--- src/hdl/sgns_pkg.sv ---
`default_nettype none
package sgns_pkg;

  localparam int unsigned MAX_WIDTH  = 2048;
  localparam int unsigned MAX_HEIGHT = 4096;
  localparam int unsigned COL_W      = $clog2(MAX_WIDTH);
  localparam int unsigned ROW_W      = $clog2(MAX_HEIGHT);
  localparam int unsigned WIDTH_W    = 12;
  localparam int unsigned HEIGHT_W   = 13;
  localparam int unsigned MIN_SIZE   = 7;
  localparam int unsigned BORDER     = 3;
  localparam int unsigned PADDR_W    = 3;

  localparam int unsigned SUM_W      = 21;
  localparam int unsigned RES_W      = 22;
  localparam int unsigned MAG_W      = 11;
  localparam int unsigned SQRT_STEPS = 11;

  localparam logic [MAG_W-1:0] CLAMP_MAX = MAG_W'(255);
  localparam logic [25:0] TAN67_Q24 = 26'd40503782;
  localparam logic [22:0] TAN22_Q24 = 23'd6949350;

  localparam logic REG_IMAGE_WIDTH  = 1'b0;
  localparam logic REG_IMAGE_HEIGHT = 1'b1;

  // direction bins
  typedef enum logic [1:0] {
    DIR_VERT  = 2'd0,
    DIR_BACK  = 2'd1,
    DIR_HORZ  = 2'd2,
    DIR_SLASH = 2'd3
  } dir_t;

  typedef struct packed {
    logic [SUM_W-1:0] rem;
    logic [RES_W-1:0] res;
  } sq_t;

  // one digit of the restoring square root, step k of SQRT_STEPS
  function automatic sq_t sqrt_step(sq_t s, int unsigned k);
    logic [RES_W-1:0] bitv;
    logic [RES_W-1:0] trial;
    sq_t o;
    bitv  = RES_W'(1) << (2 * (SQRT_STEPS - 1 - k));
    trial = s.res + bitv;
    if ({1'b0, s.rem} >= trial) begin
      o.rem = SUM_W'({1'b0, s.rem} - trial);
      o.res = (s.res >> 1) + bitv;
    end else begin
      o.rem = s.rem;
      o.res = s.res >> 1;
    end
    return o;
  endfunction

endpackage
`default_nettype wire

--- src/hdl/sgns_sqrt.sv ---
`default_nettype none
// floor square root over two register stages, sa and sb; root is combinational from sb
module sgns_sqrt (
  input  wire logic                         clk,
  input  wire logic                         en,
  input  wire logic [sgns_pkg::SUM_W-1:0]   value,
  output logic      [sgns_pkg::MAG_W-1:0]   root
);

  sgns_pkg::sq_t a0, a1, a2, a3, a4;
  sgns_pkg::sq_t b1, b2, b3, b4;
  sgns_pkg::sq_t c1, c2, c3;
  sgns_pkg::sq_t sa, sb;

  always_comb begin
    a0.rem = value;
    a0.res = '0;
    a1 = sgns_pkg::sqrt_step(a0, 0);
    a2 = sgns_pkg::sqrt_step(a1, 1);
    a3 = sgns_pkg::sqrt_step(a2, 2);
    a4 = sgns_pkg::sqrt_step(a3, 3);
    b1 = sgns_pkg::sqrt_step(sa, 4);
    b2 = sgns_pkg::sqrt_step(b1, 5);
    b3 = sgns_pkg::sqrt_step(b2, 6);
    b4 = sgns_pkg::sqrt_step(b3, 7);
    c1 = sgns_pkg::sqrt_step(sb, 8);
    c2 = sgns_pkg::sqrt_step(c1, 9);
    c3 = sgns_pkg::sqrt_step(c2, 10);
  end

  always_ff @(posedge clk) begin
    if (en) begin
      sa <= a4;
      sb <= b4;
    end
  end

  assign root = c3.res[sgns_pkg::MAG_W-1:0];

endmodule
`default_nettype wire

--- config.mk ---
export PLATFORM = sky130hd
export DESIGN_NAME = sgns_sqrt
export DESIGN_NICKNAME = d
export VERILOG_FILES = /design/src/hdl/sgns_pkg.sv /design/src/hdl/sgns_sqrt.sv
export SDC_FILE = /design/constraint.sdc
export NUM_CORES = 1
export LEC_CHECK = 0
export CAP_MARGIN = 40
export CORE_ASPECT_RATIO = 0.6
export CORE_MARGIN = 2
export CORE_UTILIZATION = 65
export DETAILED_ROUTE_END_ITERATION = 10
export DONT_BUFFER_PORTS = 1
export MAX_ROUTING_LAYER = met4
export PLACE_DENSITY = 0.81
export SYNTH_ARGS = -nofsm -noshare
export SYNTH_HDL_FRONTEND = slang
export SYNTH_SLANG_ARGS = --single-unit
--- constraint.sdc ---
create_clock -name clk -period 19 [get_ports clk]
set_input_delay 1.9 -clock clk [delete_from_list [all_inputs] [get_ports clk]]
set_output_delay 1.9 -clock clk [all_outputs]
set_load 0.02 [all_outputs]
==> out/summary.txt, run 1 <==
Outcome: finished, final reports clean
CP max stage delay: 890 ps
Max H-tree Level: 2
Async S/R FF share, synth: 0%
HPWL after detailed placement: 14.46 mm
Max-Cap Viols: 0
Syn Std Cell Area: 6477 um^2
Clk root buf: clkbuf_16
Post-synth net total: 863
PostCTS Resize Cnt: 0
Clk_lat worst skew: 300 ps
Via/cell ratio: 6.614
WHS: 458.2 ps
Worst r2r dst: sb[39]
CP Capture Type: output pin
WHS Path Cells: 0
Sequential element share of the synthesized area: 25.03%
Final Hold Viols: 0
RSZ-0062 raised after global routing: false
Final #Nets: 851
CP Max Fanout: 20
Postcts setup bufs: 0
WL/cell: 19.96 um
Final worst path period share: 59.35%
Slew Limit Fails: 0
Synthesis-stage register bit count: 54
Startpoint class of the critical path: flip-flop
Most frequent cells in the layout: 79 x ha_1, 63 x nor2_1, 58 x inv_1, 58 x a21oi_1
Flop2flop setup slack: 8840 ps
FP Rows: 28
Slew HR: 31.66%
Initial DRC Count: 762
Cell variety after synth: 76
CTS Sinks: 54
Vias in the first global route: 5,374
GRT Overall Usage: 34.59%
Worst Setup SP: sb[6]
Yosys warning total: 0
CTS tree: done
Avg Inst Size Synth: 8.512 um^2
Finish-stage setup viols: 0
Crit path required time: 17,100 ps
DRT Pass-1 Iters: 5
Area Growth Syn to Fin: 3.206%
Tmin final: 11,280 ps
Critical Path End: root[0]
Synth Flop Type: edfxtp_1
Max Clock Freq: 88.68 MHz
Die area: 10,810 um^2
Number of flops mapped to enable cells by yosys: 54
Die X: 132.9 um
Final WL: 17.67 mm
# DRC: 0
Clk_skew: 6.490 ps
Global route overflow: 0
Setup TNS Final: 0 ps
I/O Buffers: 0
CP max-delay cell: nor4_1
Global-route wire length before repair: 27.98 mm
Clk slew on worst S/H paths: 70 ps
Core ar.: 9774 um^2
Mapped Cells: 761
Initial antenna violation count: 0
ANT nets after route: 0
RR Startpoint: sa[17]
Die H: 81.33 um
Largest net degree at the start of global routing: 55
Initial Util: 66.27%
Reg2Reg Depth: 35
Most common cell after layout, fill and taps aside: ha_1
Detailed-route via count: 5,853
Total CTS buffers: 5
# IOs: 34
Min-delay worst type: reg2reg
Share of cells above drive strength 1: 6.533%
Worst slew pin tran: 1016 ps
Maximum root-to-sink buffer count: 2
ANT cells: 0
Routability cong.: 1.023
Hold_buf cts: 0
Crit path DAT: 9380 ps
CP Class: reg2out
area by class of cell:
class | instances | area (um^2)
multi-input combinational | 626 | 4506
fill | 806 | 3089
sequential | 54 | 1622
inverter | 60 | 225.2
tap | 135 | 168.9
clock buffer | 5 | 125.1
clock inverter | 3 | 26.28
timing repair buffer | 2 | 12.51
worst max-delay path: cells and delay by family (launching register included):
| kind | cells | cell delay [ps] |
|---|---|---|
| XOR/XNOR | 1 | 170 |
| buffers and inverters | 3 | 920 |
| AND/OR/NAND/NOR | 11 | 2850 |
| flip-flops | 1 | 570 |
| adder cells (fa/ha/maj) | 3 | 970 |
| AO/OA/AOI/OAI | 13 | 3580 |
Yosys cell counts, drive strengths merged, types with 11 or more instances:
cell,instances,area (um^2)
nand2b,16,100.1
ha,79,988.5
nor3,23,115.1
nor2b,11,68.82
nand3,18,102.6
o21ai,51,255.3
nor4,13,96.34
inv,60,225.2
a21o,14,106.4
xor2,16,140.1
buf,15,102.6
edfxtp,54,1622
nand4,16,100.1
xnor2,43,376.6
o211ai,11,120.1
a21oi,58,290.3
nor2,65,249.0
nand2,55,209.0
cells by family after synthesis:
group	count (synthesis)	share of synthesized area (%)
buffers and inverters	81	5.408
xor gates and xnor gates	59	7.978
muxes	15	2.511
adders and majority gates	79	15.26
DFF	54	25.03
and+or+nand+nor	258	20.53
AOI/OAI and AO/OA	215	23.28
worst min-delay path by stage:
stage / from / end / slack [ps]
final: sa[23] / sb[23] / 460
after CTS: sa[23] / sb[23] / 460
after detailed placement: sa[23] / sb[23] / 440
after global routing: sa[16] / sb[12] / 470
after floorplan: sa[27] / sb[27] / 420
after global placement: sa[27] / sb[27] / 430
stage by stage:
stage               std cells  area, um^2  worst slack (ps)  utilization (%)
finish                    885        6685              7723            68.39
global placement          876        6529              8619            66.79
floorplan                 761        6477             10390                -
global route              885        6685              7446            68.39
CTS                       885        6685              8177            68.39
detailed placement        877        6534              8566            66.85
state kept, by name, indices dropped and copies added, names as in the netlist:
name / count
sb: 29
sa: 25
routing by layer:
metal	wire (um)	vias up	track usage (%)	share of wire [%]
met4	183	0	6.344	1.0
li1	-	2797	-	-
met3	2088	18	7.928	12
met1	8544	2737	51.49	48
met2	6850	301	47.72	39
met5	0	-	-	0
Power of run 1 is not shown: default switching activity piles up to over one toggle a cycle in this logic, so the estimate is an artifact.
==> run 2, diff against run 1 <==
- ABC_AREA: unset -> 1
- CORE_UTILIZATION: 65 -> 60
- PLACE_DENSITY: 0.81 -> 0.79
- clock period: 19 -> 9.6 ns (I/O delays scaled with it)
==> out/summary.txt, run 2 <==
Outcome: finished, final reports clean (unchanged)
Top reg by flops: sb (unchanged)
Maximum root-to-sink buffer count: 2 (unchanged)
Most instantiated library cell after synthesis: nand2_1 (was ha_1)
Async S/R FF share, synth: 0% (unchanged)
Vias in the first global route: 6,039 (was 5,374)
HPWL after detailed placement: 16.92 mm (was 14.46 mm)
Final #Nets: 1,162 (was 851)
Hold_buf cts: 0 (unchanged)
Setup TNS Final: 0 ps (unchanged)
CTS Sinks: 54 (unchanged)
Postcts setup bufs: 0 (unchanged)
Max H-tree Level: 2 (unchanged)
Initial DRC Count: 784 (was 762)
Min-delay src: sa[14] (was sa[23])
Die H: 89.21 um (was 81.33 um)
Worst slew pin tran: 855.1 ps (was 1016 ps)
CP Capture Type: flip-flop (was output pin)
Cell variety after synth: 47 (was 76)
Total CTS buffers: 5 (unchanged)
Slew Limit Fails: 0 (unchanged)
Final WL: 20.52 mm (was 17.67 mm)
Slew HR: 42.47% (was 31.66%)
RSZ-0062 raised after global routing: false (unchanged)
Synth area leaders: edfxtp_1 22%, ha_1 14%, nand2_1 13% (was edfxtp_1 25%, ha_1 15%, xnor2_1 5.8%)
Initial Util: 60.78% (was 66.27%)
Startpoint class of the critical path: flip-flop (unchanged)
Mapped Cells: 1,071 (was 761)
CP Class: reg2reg (was reg2out)
Most frequent cells in the layout: 255 x nand2_1, 146 x inv_1, 102 x nor2_1 (was 79 x ha_1, 63 x nor2_1, 58 x inv_1, 58 x a21oi_1)
CP Max Fanout: 18 (was 20)
Number of flops mapped to enable cells by yosys: 54 (unchanged)
Yosys warning total: 0 (unchanged)
CTS tree: done (unchanged)
GRT Overall Usage: 33.09% (was 34.59%)
Finish-stage setup viols: 0 (unchanged)
Crit path DAT: 7930 ps (was 9380 ps)
Max-Cap Viols: 0 (unchanged)
Most frequent cells after synthesis: 255 x nand2_1, 146 x inv_1, 102 x nor2_1 (was 79 x ha_1, 63 x nor2_1, 58 x a21oi_1, 58 x inv_1)
Crit path required time: 9660 ps (was 17,100 ps)
Tmin final: 7871 ps
Worst r2r dst: sb[31] (was sb[39])
Routability cong.: 0.9614 (was 1.023)
Most common cell after layout, fill and taps aside: nand2_1 (was ha_1)
Max reg flops: 29 (unchanged)
Largest net degree at the start of global routing: 55 (unchanged)
Reg2Reg Depth: 45 (was 35)
Die area: 13,030 um^2 (was 10,810 um^2)
PostCTS Resize Cnt: 0 (unchanged)
# DRC: 0 (unchanged)
CP max-delay cell: ha_1 (was nor4_1)
CP max stage delay: 470 ps (was 890 ps)
Core ar.: 11,950 um^2 (was 9774 um^2)
I/O Buffers: 0 (unchanged)
Clk slew on worst S/H paths: 90 ps (was 70 ps)
# IOs: 34 (unchanged)
Die X: 146.0 um (was 132.9 um)
DRT Pass-1 Iters: 6 (was 5)
Synthesis-stage register bit count: 54 (unchanged)
Syn Std Cell Area: 7261 um^2 (was 6477 um^2)
Global route overflow: 0 (unchanged)
CP most frequent cell: nand2_1
ANT nets after route: 0 (unchanged)
Post-synth top area share: 22.33% (was 25.03%)
WHS: 435.9 ps (was 458.2 ps)
Via/cell ratio: 5.741 (was 6.614)
Initial antenna violation count: 0 (unchanged)
ANT cells: 0 (unchanged)
Clk root buf: clkbuf_16 (unchanged)
RR Startpoint: sa[17] (unchanged)
WL/cell: 16.74 um (was 19.96 um)
Clk_skew: 18.11 ps (was 6.490 ps)
Final Hold Viols: 0 (unchanged)
Biggest area consumer among synthesized cells: edfxtp_1 (unchanged)
Post-synth net total: 1,173 (was 863)
Max Clock Freq: 127.0 MHz
Synth Flop Type: edfxtp_1 (unchanged)
Area Growth Syn to Fin: 3.395% (was 3.206%)
Avg Inst Size Synth: 6.779 um^2 (was 8.512 um^2)
Detailed-route via count: 7,038 (was 5,853)
FP Rows: 31 (was 28)
Global-route wire length before repair: 32.54 mm (was 27.98 mm)
WHS Path Cells: 0 (unchanged)
Final worst path period share: 81.99%
Clk_lat worst skew: 310 ps (was 300 ps)
Top Registers: sb: 29 flops, sa: 25 flops (unchanged)
Flop2flop setup slack: 1730 ps (was 8840 ps)
Sequential element share of the synthesized area: 22.33% (was 25.03%)
Hold Crit Endpoint: sb[10] (was sb[23])
Min-delay worst type: reg2reg (unchanged)
Share of cells above drive strength 1: 8.860% (was 6.533%)
==> run 2: cell count changes after synthesis, sizes merged, moves of 12 or more <==
cell and change:
inv +96, o21ai +13, nor2 +53, a21o -13, xnor2 -27, nand3 +90, xor2 +19, nand2b -16
nand2 +235, nor4 -12
==> run 2: kinds of logic (layout without fill, tap and decap cells) <==
logic type,after synthesis,count (layout),share of synthesized area [%]
AND/OR/NAND/NOR,575,575,37.55
buffers and inverters,178,168,10.17
AO/OA/AOI/OAI,132,132,9.909
adder cells (fa/ha/maj),79,79,13.61
flip-flops,54,54,22.33
XOR/XNOR,51,51,6.152
multiplexers,2,2,0.2757
==> run 2: worst max path at each step <==
| stage | startpoint | end | cells past startpoint |
|---|---|---|---|
| final | sa[17] | sb[31] | 45 |
| after global routing | sa[17] | sb[32] | 44 |
| after CTS | sa[17] | sb[31] | 45 |
| after detailed placement | sa[17] | sb[31] | 45 |
| after global placement | sa[17] | sb[32] | 44 |
| after floorplan | sa[14] | sb[32] | 47 |
==> run 2: metrics by stage <==
stage / setup slack (ps) / area (um^2) / utilization (%) / cells
after CTS: 1917 / 7507 / 62.84 / 1226
final: 1729 / 7507 / 62.84 / 1226
after detailed placement: 1978 / 7333 / 61.38 / 1218
after floorplan: 3219 / 7261 / - / 1071
after global routing: 962.9 / 7507 / 62.84 / 1226
after global placement: 2366 / 7333 / 61.38 / 1218
==> run 2: cell type report <==
class / count / area [um^2]
Clock buffer: 5 / 125.1
Clock inverter: 3 / 48.80
Fill cell: 1126 / 4439
Inverter: 159 / 596.8
Multi-Input combinational cell: 839 / 4901
Sequential cell: 54 / 1622
Tap cell: 165 / 206.4
Timing Repair Buffer: 1 / 7.507
==> run 2: per-layer routing <==
layer | GRT usage [%] | part of all wire (%) | up-vias
met4 | 3.795 | 0.82 | 0
met2 | 40.22 | 34 | 364
met3 | 12.40 | 14 | 22
met1 | 51.09 | 51 | 3161
li1 | - | - | 3491
met5 | - | 0 | -
==> run 2: critical path, delay by kind of cell, from the launching register on <==
| family | cells | cell delay [ps] |
|---|---|---|
| AOI/OAI and AO/OA | 4 | 550 |
| adders and majority gates | 4 | 1520 |
| buffers and inverters | 9 | 1410 |
| DFF | 1 | 390 |
| and+or+nand+nor | 28 | 3730 |
Power of run 2 is left out for the same reason.
